==> config.mk <==
export PLATFORM = sky130hd
export DESIGN_NAME = nonpreemptive_cpu_dispatcher
export DESIGN_NICKNAME = d
export VERILOG_FILES = /design/src/rtl/npcd_pkg.sv /design/src/rtl/nonpreemptive_cpu_dispatcher.sv /design/src/rtl/npcd_ram.sv /design/src/rtl/npcd_front.sv /design/src/rtl/npcd_back.sv
export SDC_FILE = /design/constraint.sdc
export NUM_CORES = 1
export LEC_CHECK = 0
export BUFFER_PORTS_ARGS = -buffer_cell sky130_fd_sc_hd__buf_2
export CORE_ASPECT_RATIO = 1.25
export CORE_UTILIZATION = 48
export CTS_BUF_LIST = sky130_fd_sc_hd__clkbuf_16
export DETAILED_ROUTE_END_ITERATION = 8
export GPL_ROUTABILITY_DRIVEN = 0
export PLACE_DENSITY = 0.69
export SLEW_MARGIN = 10
export SYNTH_ARGS = -nofsm -noshare
export SYNTH_HDL_FRONTEND = slang
export SYNTH_SLANG_ARGS = --single-unit
==> constraint.sdc <==
create_clock -name clock -period 5.6 [get_ports clock]
set_input_delay 0.84 -clock clock [delete_from_list [all_inputs] [get_ports clock]]
set_output_delay 0.84 -clock clock [all_outputs]
set_load 0.05 [all_outputs]
==> src/rtl/npcd_pkg.sv <==
// Shared types, sizes and codes for the non-preemptive dispatcher.
// Used by every module of the block but npcd_ram; depends on nothing else.

package npcd_pkg;

   localparam int QUEUE_DEPTH     = 16;
   localparam int TIME_WIDTH      = 16;
   localparam int TAG_WIDTH       = 8;
   localparam int BURST_WIDTH     = 16;
   localparam int PRIO_WIDTH      = 8;
   localparam int POLICY_WIDTH    = 2;
   localparam int QIDX_WIDTH      = $clog2(QUEUE_DEPTH);
   localparam int QCNT_WIDTH      = $clog2(QUEUE_DEPTH + 1);
   localparam int CSR_DATA_WIDTH  = TIME_WIDTH;
   localparam int CSR_INDEX_WIDTH = 1;
   localparam int CMDQ_DEPTH      = 2;
   localparam int CMDQ_PTR_WIDTH  = $clog2(CMDQ_DEPTH);
   localparam int CMDQ_CNT_WIDTH  = $clog2(CMDQ_DEPTH + 1);

   localparam logic [POLICY_WIDTH-1:0] POL_FCFS = 2'd0;
   localparam logic [POLICY_WIDTH-1:0] POL_SJF  = 2'd1;
   localparam logic [POLICY_WIDTH-1:0] POL_PRIO = 2'd2;

   typedef enum logic [CSR_INDEX_WIDTH-1:0] {
      CSR_POLICY     = 1'b0,
      CSR_TIME_LIMIT = 1'b1
   } csr_index_type;

   typedef enum logic {
      CMD_ARRIVE = 1'b0,
      CMD_TICK   = 1'b1
   } cmd_kind_type;

   typedef enum logic [1:0] {
      BK_IDLE,
      BK_SCAN,
      BK_SHIFT,
      BK_EXEC
   } back_state_type;

   typedef struct packed {
      cmd_kind_type           kind;
      logic [TAG_WIDTH-1:0]   tag;
      logic [BURST_WIDTH-1:0] burst;
      logic [PRIO_WIDTH-1:0]  prio;
   } cmd_type;

   typedef struct packed {
      logic [TAG_WIDTH-1:0]   tag;
      logic [BURST_WIDTH-1:0] burst;
      logic [PRIO_WIDTH-1:0]  prio;
      logic [TIME_WIDTH-1:0]  arrival;
   } entry_type;

   localparam int ENTRY_WIDTH = $bits(entry_type);

   typedef struct packed {
      logic [POLICY_WIDTH-1:0] policy;
      logic [TIME_WIDTH-1:0]   time_limit;
   } cfg_type;

   typedef struct packed {
      logic                  stopped;
      logic                  busy_res;
      logic [TAG_WIDTH-1:0]  running_tag;
      logic [TIME_WIDTH-1:0] tick_time;
      logic                  finished;
      logic [TIME_WIDTH-1:0] finish_time;
      logic [TIME_WIDTH-1:0] turnaround;
      logic [TIME_WIDTH-1:0] wait_time;
      logic                  arrival_lost;
   } rsp_type;

endpackage

==> src/rtl/nonpreemptive_cpu_dispatcher.sv <==
// A stopped tick strobes its result from the idle state, a tick that starts no job from the
// execute state; one that picks a queued job first passes through scan and shift,
// as the ready RAM is read once per cycle to select and once per cycle to close the gap.
// The back end takes one command at a time; an arrive is done in the idle state, and a tick
// holds it until it is back in idle. busy rises when the two-entry command queue is full.
// Synchronous reset empties both queues, zeroes the time and restores the policy and limit.

module nonpreemptive_cpu_dispatcher
   import npcd_pkg::*;
(
   input  logic                       clock,
   input  logic                       reset,
   input  logic                       start,
   output logic                       busy,
   input  logic                       req_operation,
   input  logic [TAG_WIDTH-1:0]       req_job_tag,
   input  logic [BURST_WIDTH-1:0]     req_burst,
   input  logic [PRIO_WIDTH-1:0]      req_priority_req,
   output logic                       rsp_valid,
   output logic                       rsp_stopped,
   output logic                       rsp_busy_res,
   output logic [TAG_WIDTH-1:0]       rsp_running_tag,
   output logic [TIME_WIDTH-1:0]      rsp_tick_time,
   output logic                       rsp_finished,
   output logic [TIME_WIDTH-1:0]      rsp_finish_time,
   output logic [TIME_WIDTH-1:0]      rsp_turnaround,
   output logic [TIME_WIDTH-1:0]      rsp_wait_time,
   output logic                       rsp_arrival_lost,
   input  logic                       csr_we,
   input  logic [CSR_INDEX_WIDTH-1:0] csr_index,
   input  logic [CSR_DATA_WIDTH-1:0]  csr_wdata
);

   logic [POLICY_WIDTH-1:0] policy_ff, policy_in;
   logic [TIME_WIDTH-1:0]   time_limit_ff, time_limit_in;
   cfg_type                 cfg;
   cmd_type                 cmd;
   logic                    cmd_valid;
   logic                    cmd_pop;
   rsp_type                 rsp;

   always_comb begin
      policy_in     = policy_ff;
      time_limit_in = time_limit_ff;
      if (csr_we) begin
         case (csr_index_type'(csr_index))
            CSR_POLICY:     policy_in     = csr_wdata[POLICY_WIDTH-1:0];
            CSR_TIME_LIMIT: time_limit_in = csr_wdata[TIME_WIDTH-1:0];
            default:        policy_in     = policy_ff;
         endcase
      end
   end

   always_ff @(posedge clock) begin
      if (reset) begin
         policy_ff     <= POL_FCFS;
         time_limit_ff <= '1;
      end else begin
         policy_ff     <= policy_in;
         time_limit_ff <= time_limit_in;
      end
   end

   assign cfg.policy     = policy_ff;
   assign cfg.time_limit = time_limit_ff;

   npcd_front u_front (
      .clock            (clock),
      .reset            (reset),
      .start            (start),
      .busy             (busy),
      .req_operation    (req_operation),
      .req_job_tag      (req_job_tag),
      .req_burst        (req_burst),
      .req_priority_req (req_priority_req),
      .cmd              (cmd),
      .cmd_valid        (cmd_valid),
      .cmd_pop          (cmd_pop)
   );

   npcd_back u_back (
      .clock     (clock),
      .reset     (reset),
      .cfg       (cfg),
      .cmd       (cmd),
      .cmd_valid (cmd_valid),
      .cmd_pop   (cmd_pop),
      .rsp_valid (rsp_valid),
      .rsp       (rsp)
   );

   assign rsp_stopped      = rsp.stopped;
   assign rsp_busy_res     = rsp.busy_res;
   assign rsp_running_tag  = rsp.running_tag;
   assign rsp_tick_time    = rsp.tick_time;
   assign rsp_finished     = rsp.finished;
   assign rsp_finish_time  = rsp.finish_time;
   assign rsp_turnaround   = rsp.turnaround;
   assign rsp_wait_time    = rsp.wait_time;
   assign rsp_arrival_lost = rsp.arrival_lost;

endmodule

==> src/rtl/npcd_ram.sv <==
// Generic single-write, single-read RAM with a registered read port.
// Stand-alone; no package needed.

module npcd_ram #(
   parameter int WIDTH = 8,
   parameter int DEPTH = 16
) (
   input  logic                     clock,
   input  logic                     we,
   input  logic [$clog2(DEPTH)-1:0] waddr,
   input  logic [WIDTH-1:0]         wdata,
   input  logic [$clog2(DEPTH)-1:0] raddr,
   output logic [WIDTH-1:0]         rdata
);

   logic [WIDTH-1:0] mem_ff [DEPTH];
   logic [WIDTH-1:0] rdata_ff;

   always_ff @(posedge clock) begin
      if (we) begin
         mem_ff[waddr] <= wdata;
      end
      rdata_ff <= mem_ff[raddr];
   end

   assign rdata = rdata_ff;

endmodule

==> src/rtl/npcd_front.sv <==
// Front end: takes request transfers, decodes the operation and holds them
// in a short command queue for the back end. Depends on npcd_pkg.

module npcd_front
   import npcd_pkg::*;
(
   input  logic                   clock,
   input  logic                   reset,
   input  logic                   start,
   output logic                   busy,
   input  logic                   req_operation,
   input  logic [TAG_WIDTH-1:0]   req_job_tag,
   input  logic [BURST_WIDTH-1:0] req_burst,
   input  logic [PRIO_WIDTH-1:0]  req_priority_req,
   output cmd_type                cmd,
   output logic                   cmd_valid,
   input  logic                   cmd_pop
);

   cmd_type                   cmdq_ff [CMDQ_DEPTH];
   logic [CMDQ_PTR_WIDTH-1:0] wr_ptr_ff, wr_ptr_in;
   logic [CMDQ_PTR_WIDTH-1:0] rd_ptr_ff, rd_ptr_in;
   logic [CMDQ_CNT_WIDTH-1:0] cnt_ff, cnt_in;
   logic                      push;
   cmd_type                   new_cmd;

   function automatic logic [CMDQ_PTR_WIDTH-1:0] next_ptr(
      input logic [CMDQ_PTR_WIDTH-1:0] ptr
   );
      if (ptr == CMDQ_PTR_WIDTH'(CMDQ_DEPTH - 1)) begin
         return '0;
      end
      return ptr + 1'b1;
   endfunction

   assign busy      = (cnt_ff == CMDQ_CNT_WIDTH'(CMDQ_DEPTH));
   assign push      = start && !busy;
   assign cmd_valid = (cnt_ff != '0);
   assign cmd       = cmdq_ff[rd_ptr_ff];

   always_comb begin
      new_cmd.kind  = req_operation ? CMD_TICK : CMD_ARRIVE;
      new_cmd.tag   = req_job_tag;
      new_cmd.burst = req_burst;
      new_cmd.prio  = req_priority_req;

      wr_ptr_in = push ? next_ptr(wr_ptr_ff) : wr_ptr_ff;
      rd_ptr_in = cmd_pop ? next_ptr(rd_ptr_ff) : rd_ptr_ff;
      case ({push, cmd_pop})
         2'b10:   cnt_in = cnt_ff + 1'b1;
         2'b01:   cnt_in = cnt_ff - 1'b1;
         default: cnt_in = cnt_ff;
      endcase
   end

   always_ff @(posedge clock) begin
      if (push) begin
         cmdq_ff[wr_ptr_ff] <= new_cmd;
      end
   end

   always_ff @(posedge clock) begin
      if (reset) begin
         wr_ptr_ff <= '0;
         rd_ptr_ff <= '0;
         cnt_ff    <= '0;
      end else begin
         wr_ptr_ff <= wr_ptr_in;
         rd_ptr_ff <= rd_ptr_in;
         cnt_ff    <= cnt_in;
      end
   end

   a_pop_needs_entry: assert property (@(posedge clock) disable iff (reset)
      cmd_pop |-> cmd_valid)
      else $error("command queue popped while empty");

   a_cnt_bound: assert property (@(posedge clock) disable iff (reset)
      cnt_ff <= CMDQ_CNT_WIDTH'(CMDQ_DEPTH))
      else $error("command queue count overflow");

endmodule

==> src/rtl/npcd_back.sv <==
// Back end: carries out arrive and tick commands against the ready queue
// RAM, selects and compacts, runs the job and forms the result.
// Depends on npcd_pkg and npcd_ram.

module npcd_back
   import npcd_pkg::*;
(
   input  logic    clock,
   input  logic    reset,
   input  cfg_type cfg,
   input  cmd_type cmd,
   input  logic    cmd_valid,
   output logic    cmd_pop,
   output logic    rsp_valid,
   output rsp_type rsp
);

   back_state_type         st_ff, st_in;
   logic [QCNT_WIDTH-1:0]  count_ff, count_in;
   logic [QCNT_WIDTH-1:0]  issue_ff, issue_in;
   logic                   pend_ff, pend_in;
   logic [QIDX_WIDTH-1:0]  pend_pos_ff, pend_pos_in;
   logic [QIDX_WIDTH-1:0]  best_pos_ff, best_pos_in;
   entry_type              best_ff, best_in;
   logic                   run_valid_ff, run_valid_in;
   logic [TAG_WIDTH-1:0]   run_tag_ff, run_tag_in;
   logic [BURST_WIDTH-1:0] run_rem_ff, run_rem_in;
   logic [TIME_WIDTH-1:0]  run_arr_ff, run_arr_in;
   logic [TIME_WIDTH-1:0]  run_start_ff, run_start_in;
   logic [TIME_WIDTH-1:0]  now_ff, now_in;
   logic                   lost_ff, lost_in;
   logic                   lost_rpt_ff, lost_rpt_in;
   logic                   rsp_valid_ff, rsp_valid_in;
   rsp_type                rsp_ff, rsp_in;

   logic                   ram_we;
   logic [QIDX_WIDTH-1:0]  ram_waddr;
   logic [ENTRY_WIDTH-1:0] ram_wdata;
   logic [ENTRY_WIDTH-1:0] ram_rdata;
   entry_type              rd_entry;
   entry_type              arr_entry;
   logic                   issue;
   logic [TIME_WIDTH-1:0]  fin;

   npcd_ram #(
      .WIDTH (ENTRY_WIDTH),
      .DEPTH (QUEUE_DEPTH)
   ) u_ready_ram (
      .clock (clock),
      .we    (ram_we),
      .waddr (ram_waddr),
      .wdata (ram_wdata),
      .raddr (issue_ff[QIDX_WIDTH-1:0]),
      .rdata (ram_rdata)
   );

   function automatic logic better(
      input entry_type               cand,
      input entry_type               best,
      input logic [POLICY_WIDTH-1:0] policy
   );
      case (policy)
         POL_FCFS: return 1'b0;
         POL_SJF:  return cand.burst < best.burst;
         default:  return cand.prio < best.prio;
      endcase
   endfunction

   assign rd_entry  = entry_type'(ram_rdata);
   assign issue     = (issue_ff < count_ff);
   assign fin       = now_ff + 1'b1;
   assign rsp_valid = rsp_valid_ff;
   assign rsp       = rsp_ff;

   always_comb begin
      arr_entry.tag     = cmd.tag;
      arr_entry.burst   = cmd.burst;
      arr_entry.prio    = cmd.prio;
      arr_entry.arrival = now_ff;

      st_in        = st_ff;
      count_in     = count_ff;
      issue_in     = issue_ff;
      pend_in      = 1'b0;
      pend_pos_in  = pend_pos_ff;
      best_pos_in  = best_pos_ff;
      best_in      = best_ff;
      run_valid_in = run_valid_ff;
      run_tag_in   = run_tag_ff;
      run_rem_in   = run_rem_ff;
      run_arr_in   = run_arr_ff;
      run_start_in = run_start_ff;
      now_in       = now_ff;
      lost_in      = lost_ff;
      lost_rpt_in  = lost_rpt_ff;
      rsp_valid_in = 1'b0;
      rsp_in       = rsp_ff;
      cmd_pop      = 1'b0;
      ram_we       = 1'b0;
      ram_waddr    = count_ff[QIDX_WIDTH-1:0];
      ram_wdata    = arr_entry;

      case (st_ff)
         BK_IDLE: begin
            if (cmd_valid) begin
               cmd_pop = 1'b1;
               if (cmd.kind == CMD_ARRIVE) begin
                  if (count_ff < QCNT_WIDTH'(QUEUE_DEPTH)) begin
                     ram_we   = 1'b1;
                     count_in = count_ff + 1'b1;
                  end else begin
                     lost_in = 1'b1;
                  end
               end else begin
                  lost_rpt_in = lost_ff;
                  lost_in     = 1'b0;
                  if (now_ff >= cfg.time_limit) begin
                     rsp_valid_in        = 1'b1;
                     rsp_in              = '0;
                     rsp_in.stopped      = 1'b1;
                     rsp_in.tick_time    = now_ff;
                     rsp_in.arrival_lost = lost_ff;
                  end else if (!run_valid_ff && count_ff != '0) begin
                     st_in       = BK_SCAN;
                     issue_in    = '0;
                     best_pos_in = '0;
                  end else begin
                     st_in = BK_EXEC;
                  end
               end
            end
         end

         BK_SCAN: begin
            // Reads go out one per cycle; the data comes back in the cycle after each.
            if (issue) begin
               issue_in    = issue_ff + 1'b1;
               pend_in     = 1'b1;
               pend_pos_in = issue_ff[QIDX_WIDTH-1:0];
            end
            if (pend_ff) begin
               if (pend_pos_ff == '0 || better(rd_entry, best_ff, cfg.policy)) begin
                  best_in     = rd_entry;
                  best_pos_in = pend_pos_ff;
               end
            end
            if (!issue && !pend_ff) begin
               st_in    = BK_SHIFT;
               issue_in = QCNT_WIDTH'(best_pos_ff) + 1'b1;
            end
         end

         BK_SHIFT: begin
            // Each entry behind the chosen one moves down by one place.
            if (issue) begin
               issue_in    = issue_ff + 1'b1;
               pend_in     = 1'b1;
               pend_pos_in = issue_ff[QIDX_WIDTH-1:0];
            end
            if (pend_ff) begin
               ram_we    = 1'b1;
               ram_waddr = pend_pos_ff - 1'b1;
               ram_wdata = ram_rdata;
            end
            if (!issue && !pend_ff) begin
               count_in     = count_ff - 1'b1;
               run_valid_in = 1'b1;
               run_tag_in   = best_ff.tag;
               run_rem_in   = best_ff.burst;
               run_arr_in   = best_ff.arrival;
               run_start_in = now_ff;
               st_in        = BK_EXEC;
            end
         end

         BK_EXEC: begin
            rsp_valid_in        = 1'b1;
            rsp_in              = '0;
            rsp_in.tick_time    = now_ff;
            rsp_in.arrival_lost = lost_rpt_ff;
            if (run_valid_ff) begin
               rsp_in.busy_res    = 1'b1;
               rsp_in.running_tag = run_tag_ff;
               if (run_rem_ff <= BURST_WIDTH'(1)) begin
                  rsp_in.finished    = 1'b1;
                  rsp_in.finish_time = fin;
                  rsp_in.turnaround  = fin - run_arr_ff;
                  rsp_in.wait_time   = run_start_ff - run_arr_ff;
                  run_valid_in       = 1'b0;
                  run_rem_in         = '0;
               end else begin
                  run_rem_in = run_rem_ff - 1'b1;
               end
            end
            now_in = fin;
            st_in  = BK_IDLE;
         end

         default: begin
            st_in = BK_IDLE;
         end
      endcase
   end

   always_ff @(posedge clock) begin
      pend_pos_ff <= pend_pos_in;
      best_pos_ff <= best_pos_in;
      best_ff     <= best_in;
      rsp_ff      <= rsp_in;
   end

   always_ff @(posedge clock) begin
      if (reset) begin
         st_ff        <= BK_IDLE;
         count_ff     <= '0;
         issue_ff     <= '0;
         pend_ff      <= 1'b0;
         run_valid_ff <= 1'b0;
         run_tag_ff   <= '0;
         run_rem_ff   <= '0;
         run_arr_ff   <= '0;
         run_start_ff <= '0;
         now_ff       <= '0;
         lost_ff      <= 1'b0;
         lost_rpt_ff  <= 1'b0;
         rsp_valid_ff <= 1'b0;
      end else begin
         st_ff        <= st_in;
         count_ff     <= count_in;
         issue_ff     <= issue_in;
         pend_ff      <= pend_in;
         run_valid_ff <= run_valid_in;
         run_tag_ff   <= run_tag_in;
         run_rem_ff   <= run_rem_in;
         run_arr_ff   <= run_arr_in;
         run_start_ff <= run_start_in;
         now_ff       <= now_in;
         lost_ff      <= lost_in;
         lost_rpt_ff  <= lost_rpt_in;
         rsp_valid_ff <= rsp_valid_in;
      end
   end

   a_count_bound: assert property (@(posedge clock) disable iff (reset)
      count_ff <= QCNT_WIDTH'(QUEUE_DEPTH))
      else $error("ready queue count beyond depth");

   a_no_dispatch_while_running: assert property (@(posedge clock) disable iff (reset)
      (st_ff == BK_SCAN || st_ff == BK_SHIFT) |-> !run_valid_ff && count_ff != '0)
      else $error("selection started while a job runs or queue empty");

   a_rsp_source: assert property (@(posedge clock) disable iff (reset)
      rsp_valid_ff |-> ($past(st_ff) == BK_EXEC ||
                        ($past(st_ff) == BK_IDLE && $past(cmd_pop))))
      else $error("result strobe without a tick being finished");

endmodule

Word-level counts from Yosys, hierarchy flattened:

Memories as Yosys holds them, arrays and structs flattened. A register that Yosys moved wholly into a read port is not among the register bits.
Cells that the tools add are included.

* reductions and logical operators: 35
* magnitude comparators: 6
* mux-type cells: 76
* eq/ne operators: 20
* bitwise logic cells: 2
* shift operators: 0
* add/sub/neg operators: 13
* divide/modulo/power cells: 0
* $mul: 0

Operators with widths (count)
* 76-bit 2-to-1 mux: 3
* 76-bit one-hot mux with 2 select lines: 1
* 49-bit 2-to-1 mux: 2
* 48-bit 2-to-1 mux: 2
* 5-bit 2-to-1 mux: 10
* 16-bit 2-to-1 mux: 3
* 4-bit 2-to-1 mux: 8
* 16-bit one-hot mux with 2 select lines: 1
* 16-bit subtractor: 2
* 1-bit 2-to-1 mux: 30
* 2-bit by 1-bit inequality test with 1-bit output, second input constant: 10
* 16-bit by 1-bit adder with 16-bit output, second input constant: 1
* 16-bit greater-or-equal comparator: 1
* 16-bit by 1-bit less-or-equal comparator with 1-bit output, second input constant: 1
* 16-bit less-than comparator: 1
* 16-bit by 1-bit subtractor with 16-bit output, second input constant: 1
* 5-bit one-hot mux with 3 select lines: 1
* 5-bit AND reduction: 3
* 2-bit 2-to-1 mux: 6
* 3-bit AND reduction: 4
* 2-bit nonzero test: 6
* 5-bit by 1-bit adder with 5-bit output, second input constant: 2
* 5-bit one-hot mux with 2 select lines: 1
* 2-bit AND reduction: 5
* 28 further kinds: 47

* bits in latches: 0
* word-level logic and storage cells: 187
* memory bits (read-only): 0
* memories kept: 2
* memory bits (writable): 834
* bits in registers: 243

Memories
* u_back.u_ready_ram.mem_ff: depth 16, bits a word 48, read ports 1, clocked after Yosys merged registers in 1, wr ports 1, RTL line npcd_ram.sv:16 `logic [WIDTH-1:0] mem_ff [DEPTH];`
* u_front.cmdq_ff: depth 2, bits a word 33, read ports 1, clocked after Yosys merged registers in 1, wr ports 1, RTL line npcd_front.sv:20 `cmd_type cmdq_ff [CMDQ_DEPTH];`

Depth between registers and ports, before layout:

Gate-level depths: netlist (run 1).

* word-level depth: 8
* mapped depth: 15
* mapped depth without buffers: 14

Hierarchy:

From an unflattened synthesis (run 1), not the netlist that was laid out.

* cells, all modules: 2608
* area total of the unflattened synthesis: 44781.7 um^2

By module, submodules not included
* npcd_ram: instances 1, cells an instance 1242, area an instance 29691.0 um^2
* npcd_back: instances 1, cells an instance 1173, area an instance 11761.3 um^2
* npcd_front: instances 1, cells an instance 128, area an instance 2592.5 um^2
* nonpreemptive_cpu_dispatcher: instances 1, cells an instance 65, area an instance 737.0 um^2

Least setup slack after synthesis (run 1):

OpenSTA, ideal clock, no wires.

* kind: register to register
* from: register u_back.now_ff[0]
* to: register u_back.rsp_ff, in the netlist u_back.rsp[0], enable pin
* path slack: -0.196 ns
* cell stages (with the launch flop): 10
* arrival time: 5.261 ns
* required time: 5.065 ns
* buffers on the path: 1
* cell sequence: dfxtp_1 clkbuf_1 inv_1 ha_1 nor2b_1 o21ai_0 a2111oi_0 a21oi_1 nand2b_1 a21oi_1

* word-level cells in the longest chain between the ends: 3

Ends and longest elaborated chain
* start, declared: RTL line npcd_back.sv:30 `logic [TIME_WIDTH-1:0] now_ff, now_in;`
* start signal, assigned: RTL line npcd_back.sv:237 `now_ff <= now_in;`
* 16-bit greater-or-equal comparator: RTL line npcd_back.sv:117 `if (now_ff >= cfg.time_limit) begin`
* 2-bit by 1-bit inequality test with 1-bit output (no line)
* 4-bit AND reduction (no line)
* end signal, assigned: RTL line npcd_back.sv:209 `rsp_ff <= rsp_in;`
* end, declared: RTL line npcd_back.sv:34 `rsp_type rsp_ff, rsp_in;`

Every way passes these cells.
A chain may end at the register's enable or synchronous reset.

Worst setup path after layout (run 1):

* from: register u_back.st_ff[0]
* to: memory u_back.u_ready_ram.mem_ff[12][35] in the netlist's numbering, enable pin

* word-level cells in the longest chain between the ends: 4
* elaborated cells on any way between the ends: 6
* classes of those cells: eq/ne (1); mux (4); reduce/logical (1)

Ends and longest elaborated chain
* start, declared: RTL line npcd_back.sv:18 `back_state_type st_ff, st_in;`
* start signal, assigned: RTL line npcd_back.sv:228 `st_ff <= st_in;`
* 2-bit equality test or 2-bit zero test (tied branches): RTL line npcd_back.sv:103 `case (st_ff)`
* 1-bit one-hot mux with 2 select lines: RTL line npcd_back.sv:103
* 1-bit 2-to-1 mux: RTL line npcd_ram.sv:20 `if (we) begin`
* 1-bit 2-to-1 mux (implied by the code): RTL line npcd_ram.sv:21 `mem_ff[waddr] <= wdata;`
* end, declared: RTL line npcd_ram.sv:16

Several ways; a longest one is shown, not always the timed one.

==> out/metrics.cfg, run 1 <==
[sta]
tightest_slew_ns = 1.26
finalClockSkew_ns = 0.0388
hold_violations = 0
slew_viol_final = 0
layout_setup_ws_ns = 1.59
layout_min_cycle_time_ns = 4.01
max_freq_mhz = 249
slew_headroom_pct = 15.5
finalCritPeriodShare_pct = 71.7
rsz0062_at_grt = no
tns_ns = 0
setup_viol = 0

[logic_synthesis]
synthCells = 2555
ys_types = 62
ys.flop_type = edfxtp_1
yosysSeqAreaShare_pct = 72.2
avgSynthCellArea_um2 = 17.5
syn-num-nets = 2699
synth-xor-area-share_pct = 1.45
async_flop_share_pct = 0
synthMuxAreaShare_pct = 13.5
synth_seq_cells = 1126
synth_compound_area_share_pct = 3.59
synth_edf_count = 966
synth_simple_gate_area_share_pct = 4.91
yosys_warnings = 0
synth_area_um2 = 44600
synth_top_family_by_area = multiplexers
synth-adder-area-share_pct = 2.57

[cells_and_area]
insertedDiodeCount = 0
final_common_cell = edfxtp_1
drive_gt1_share_pct = 22.7
final_nets = 2860
layout.cells.non_filler = 4000
syn2layout_area_growth_pct = 12.5
final_area_um2 = 50200
most-common-layout-cells = edfxtp_1, mux4_2, dfxtp_1

[clocking]
cts_setup_buffers = 0
cts_tree = done
cts.clk_slew.worst_paths_ns = 0.07
cts_hold_buf = 0
post_cts_resize_count = 0
cts.sinks = 1126
clock_path_buffers = 3
cts-root-buf = clkbuf_16
htreeDepth = 3
insertion_delay_ns = 0.68
cts_buffers = 103

[drt]
vias = 23500
vias_per_cell = 5.88
finalWirelength_um = 99400
drc = 23
dr.first_iter.drc_count = 2327
postRouteAntennaNets = 0
firstDrtPassIters = 7
wl_per_cell_um = 24.9

[global_route]
grt.total_usage_pct = 21.2
grt_pass1_wl_um = 149000
grt_overflow = 0
grt_max_degree = 93
first_global_vias = 24200
antenna_found_initial = 2

[worst_setup_path]
crit_fanout = 57
worst_setup_path_end_kind = flop
r2r_start = u_back.st_ff[0]
cp.required_ns = 5.94
cp_slowest_cell = nor2_4
critPathBufInv = 2
reg2reg_to = u_back.u_ready_ram.mem_ff[12][35]
reg2reg_slack_ns = 1.59
worstPathCellList = inv_1 -> ha_1 -> nand2_4 -> o21ai_0 -> nand2_1 -> nor2_4 -> buf_4
worstSetupStartpointType = flop
arrival_ns = 4.36
critical_path.max_stage_delay_ns = 0.97
path_class = reg -> reg
cp_top_family = simple AND/OR/NAND/NOR gates
r2r_cells = 7

[power_and_ir_drop]
p_leak_nw = 16.9
p_per_area_nw_per_um2 = 437
ir_drop_mv = 0.305
p_total_mw = 21.9

[die]
rows = 124
core-area_um2 = 91800
top_level_ports = 132
start_util_pct = 48.6
design.die.area_um2 = 94200
fp.dieW_um = 275
die_h_um = 343

[placement]
place_ws_ns = 1.59
portBuffers = 131
hpwlAfterDp_um = 60500
dpl_cell_area_um2 = 46800
dp_cells = 3808

[outcome]
violations = DRC
status = finished with violations

[worst_hold_path]
min_path_cells = 1
worstHoldStart = req_job_tag[4]
worstHoldEndpoint = u_front.cmdq_ff[1][28]
worst_hold_path_type = in -> reg

[job]
cap_violations = 0

-- area by class of cell --
class	count	area [um^2]
well taps	1197	1500
clock inverters	87	734
repair buffers	176	1020
inverters	87	333
fillers	7007	41600
multi-input cells	1222	11800
flip-flops and latches	1126	32200
clock buffers	105	2630
-- per-stage QoR --
stage	hold WS, ns	util [%]
after floorplan	0.404	-
after global placement	0.412	51.0
after detailed placement	0.413	51.0
after CTS	0.308	54.6
after global routing	0.329	54.7
final	0.354	54.7
-- synthesized netlist by cell type, types with 3 or more instances --
cell      number  area, um^2
edfxtp_1     966       29000
mux4_2       240        5410
dfxtp_1      160        3200
nor2_1       157         589
nand2_1      155         582
a21oi_1      136         681
clkbuf_1      87         327
ha_1          87        1090
inv_1         84         315
nand3_1       54         270
o21ai_0       54         270
xor2_1        41         359
mux2i_1       39         390
xnor2_1       33         289
buf_1         25        93.8
nor3_1        24         120
mux2_2        19         214
and2_1        18         113
a21o_1        15         113
and3_1        15        93.8
nand4_1       15        93.8
a31oi_1       12        75.1
nand2b_1      12        75.1
o211ai_1      12        90.1
o21a_1        11        82.6
nor2b_1        8        50.1
nor4_1         8        50.1
o22ai_1        6        37.5
buf_2          4        20.0
or2_2          4        25.0
or3_1          4        25.0
a211oi_1       3        22.5
buf_6          3        33.8
fa_1           3        60.1
o31ai_1        3        22.5
o32ai_1        3        26.3
or4_4          3        33.8
-- metal layers --
| layer | vias to the layer above | track usage [%] | wire length, um |
|---|---|---|---|
| li1 | 10300 | - | - |
| met1 | 12100 | 27.6 | 39600 |
| met2 | 934 | 36.9 | 51100 |
| met3 | 162 | 3.07 | 6450 |
| met4 | 2 | 6.13 | 2300 |
| met5 | - | 0 | 13 |
-- registers in the layout, indices dropped and copies added (netlist names), 16 cells and up, named ones only --
name	cells
u_back.now_ff	16
u_back.best_ff	48
u_back.run_start_ff	16
time_limit_ff	16
u_back.u_ready_ram.mem_ff	768
u_back.run_rem_ff	16
u_back.run_arr_ff	16
u_back.u_ready_ram.rdata	48
u_back.rsp	76
u_front.cmdq_ff	66
-- logic make-up (layout without fill, tap and decap cells) --
family	Yosys count	after routing
DFF	1126	1126
and+or+nand+nor	486	486
muxes	298	298
AOI/OAI and AO/OA	274	274
buffers and inverters	207	455
adders and majority gates	90	90
xor gates and xnor gates	74	74
-- worst max-delay path by stage --
stage / slack (ns) / start / cells after the start / to
floorplan: 1.48 / u_back.st_ff[0] / 8 / u_back.u_ready_ram.mem_ff[11][0]
global placement: 1.72 / u_back.st_ff[0] / 7 / u_back.u_ready_ram.mem_ff[12][35]
global route: 1.37 / u_back.st_ff[0] / 7 / u_back.u_ready_ram.mem_ff[12][35]
finish: 1.59 / u_back.st_ff[0] / 7 / u_back.u_ready_ram.mem_ff[12][35]
CTS: 1.56 / u_back.st_ff[0] / 7 / u_back.u_ready_ram.mem_ff[12][47]
detailed placement: 1.59 / u_back.st_ff[0] / 7 / u_back.u_ready_ram.mem_ff[12][35]
-- power by group --
| part | internal [mW] | switching, mW |
|---|---|---|
| Combinational | 1.26 | 3.00 |
| Clock | 3.93 | 3.06 |
| Sequential | 10.3 | 0.403 |
Power figures use the tool's default switching activity.
==> inputs of run 2 (changes only) <==
--- a/config.mk
+++ b/config.mk
@@ -11,7 +11,7 @@
 export CTS_BUF_LIST = sky130_fd_sc_hd__clkbuf_16
 export DETAILED_ROUTE_END_ITERATION = 8
 export GPL_ROUTABILITY_DRIVEN = 0
-export PLACE_DENSITY = 0.69
+export PLACE_DENSITY = 0.66
 export SLEW_MARGIN = 10
 export SYNTH_ARGS = -nofsm -noshare
 export SYNTH_HDL_FRONTEND = slang
==> constraint.sdc (replaced) <==
create_clock -name clock -period 3.8 [get_ports clock]
set_input_delay 0.57 -clock clock [delete_from_list [all_inputs] [get_ports clock]]
set_output_delay 0.57 -clock clock [all_outputs]
set_load 0.05 [all_outputs]
==> out/metrics.cfg, run 2 (same netlist as run 1, synthesis figures left out) <==
[sta]
slew_headroom_pct = 20.7  ; +5.2 points
finalClockSkew_ns = 0.0281  ; -0.0108 ns
tightest_slew_ns = 1.18  ; -0.0855 ns
hold_violations = 0  ; unchanged
slew_viol_final = 0  ; unchanged
hold_slack_ns = 0.0778  ; -0.276 ns
tns_ns = 0  ; unchanged
setup_viol = 0  ; unchanged
finalCritPeriodShare_pct = 92.7  ; +21 points
layout_min_cycle_time_ns = 3.52  ; -0.489 ns
layout_setup_ws_ns = 0.276  ; -1.31 ns
rsz0062_at_grt = no
max_freq_mhz = 284  ; +14%

[outcome]
violations = DRC
status = finished with violations

[placement]
portBuffers = 131  ; unchanged
dpl_cell_area_um2 = 47500  ; +1.5%
hpwlAfterDp_um = 56400  ; -6.8%
place_ws_ns = 0.364  ; -1.23 ns
dp_cells = 3862  ; +1.4%

[die]
die_h_um = 343  ; unchanged
fp.dieW_um = 275  ; unchanged
start_util_pct = 48.6  ; unchanged
design.die.area_um2 = 94200  ; unchanged
top_level_ports = 132  ; unchanged
core-area_um2 = 91800  ; unchanged
rows = 124  ; unchanged

[drt]
finalWirelength_um = 98800  ; -0.63%
firstDrtPassIters = 8  ; +1
wl_per_cell_um = 24.3  ; -2.1%
vias = 23600  ; +0.12%
dr.first_iter.drc_count = 2037  ; -12%
vias_per_cell = 5.80  ; -1.3%
postRouteAntennaNets = 0  ; unchanged
drc = 25  ; +8.7%

[worst_setup_path]
cp_top_family = simple AND/OR/NAND/NOR gates
arrival_ns = 3.93  ; -0.43 ns
cp_slowest_cell = a2111o_1
worstPathCellList = ha_1 -> nand3_1 -> nor2_1 -> and3_1 -> and3_1 -> and3_1 -> nand3_1 -> xnor2_1 -> ha_1 -> a2111o_1 -> o22ai_1 -> xnor2_1 -> nor2_1
cp.required_ns = 4.20  ; -1.74 ns
worstSetupStartpointType = flop
critPathBufInv = 0  ; -2
reg2reg_slack_ns = 0.28  ; -1.31 ns
crit_fanout = 4  ; -93%
worst_setup_path_end_kind = flop
crit_top_cell = and3_1
path_class = reg -> reg
critical_path.max_stage_delay_ns = 0.43  ; -0.54 ns

[power_and_ir_drop]
p_leak_nw = 17.1  ; +1.7%
p_per_area_nw_per_um2 = 630  ; +44%
p_total_mw = 32.0  ; +46%
ir_drop_mv = 0.382  ; +25%

[clocking]
htreeDepth = 3  ; unchanged
cts.clk_slew.worst_paths_ns = 0.06  ; about the same
clock_path_buffers = 3  ; unchanged
cts_hold_buf = 0  ; unchanged
insertion_delay_ns = 0.69  ; about the same
cts-root-buf = clkbuf_16
cts_setup_buffers = 0  ; unchanged
cts_tree = done
cts.sinks = 1126  ; unchanged
post_cts_resize_count = 0  ; unchanged
cts_buffers = 104  ; +0.97%

[global_route]
antenna_found_initial = 1  ; -1
grt_max_degree = 119  ; +28%
grt_overflow = 0  ; unchanged
first_global_vias = 24400  ; +0.83%
grt_pass1_wl_um = 149000  ; +0.44%
grt.total_usage_pct = 21.4  ; +0.20 points

[worst_hold_path]
worst_hold_path_type = in -> reg

[job]
cap_violations = 0  ; unchanged

[cells_and_area]
final_nets = 2915  ; +1.9%
final_area_um2 = 50700  ; +1.0%
final_common_cell = edfxtp_1
syn2layout_area_growth_pct = 13.7
largest_register_ffs = 768  ; unchanged
drive_gt1_share_pct = 23.4  ; +0.69 points
layout.cells.non_filler = 4059  ; +1.5%
most-common-layout-cells = edfxtp_1, mux4_2, dfxtp_1
fin_util_pct = 55.2  ; +0.56 points
top_register = u_back.u_ready_ram.mem_ff

## run 2: layout make-up
type,instances,area [um^2]
Inverter,87,333
Timing Repair Buffer,230,1700
Multi-Input combinational cell,1222,11800
Clock inverter,90,567
Antenna cell,1,2.50
Clock buffer,106,2650
Sequential cell,1126,32200
Fill cell,7028,41100
Tap cell,1197,1500
## run 2: worst paths after layout
kind	startpoint	to	cells after the start
worst max-delay path	u_back.now_ff[0]	u_back.rsp[32]	13
worst min-delay path	req_job_tag[5]	u_front.cmdq_ff[0][29]	1
worst max register to register	u_back.now_ff[0]	u_back.rsp[32]	13
worst min register to register	u_back.u_ready_ram.rdata[5]	u_back.best_ff[5]	0
## run 2: power by group
group / switching, mW / leakage [nW] / total [mW] / internal, mW
combinational: 4.44 / 5.32 / 6.57 / 2.13
clock: 4.45 / 1.67 / 9.79 / 5.34
sequential: 0.491 / 10.1 / 15.6 / 15.1
total: 9.39 / 17.1 / 32.0 / 22.6
## run 2: routing by layer
layer | vias to the layer above | GRT usage (%) | share of wire [%]
met3 | 172 | 2.88 | 6.2
met4 | 0 | 7.35 | 2.8
met2 | 854 | 36.5 | 50
li1 | 10400 | - | -
met1 | 12100 | 28.2 | 41
met5 | - | 0 | 0
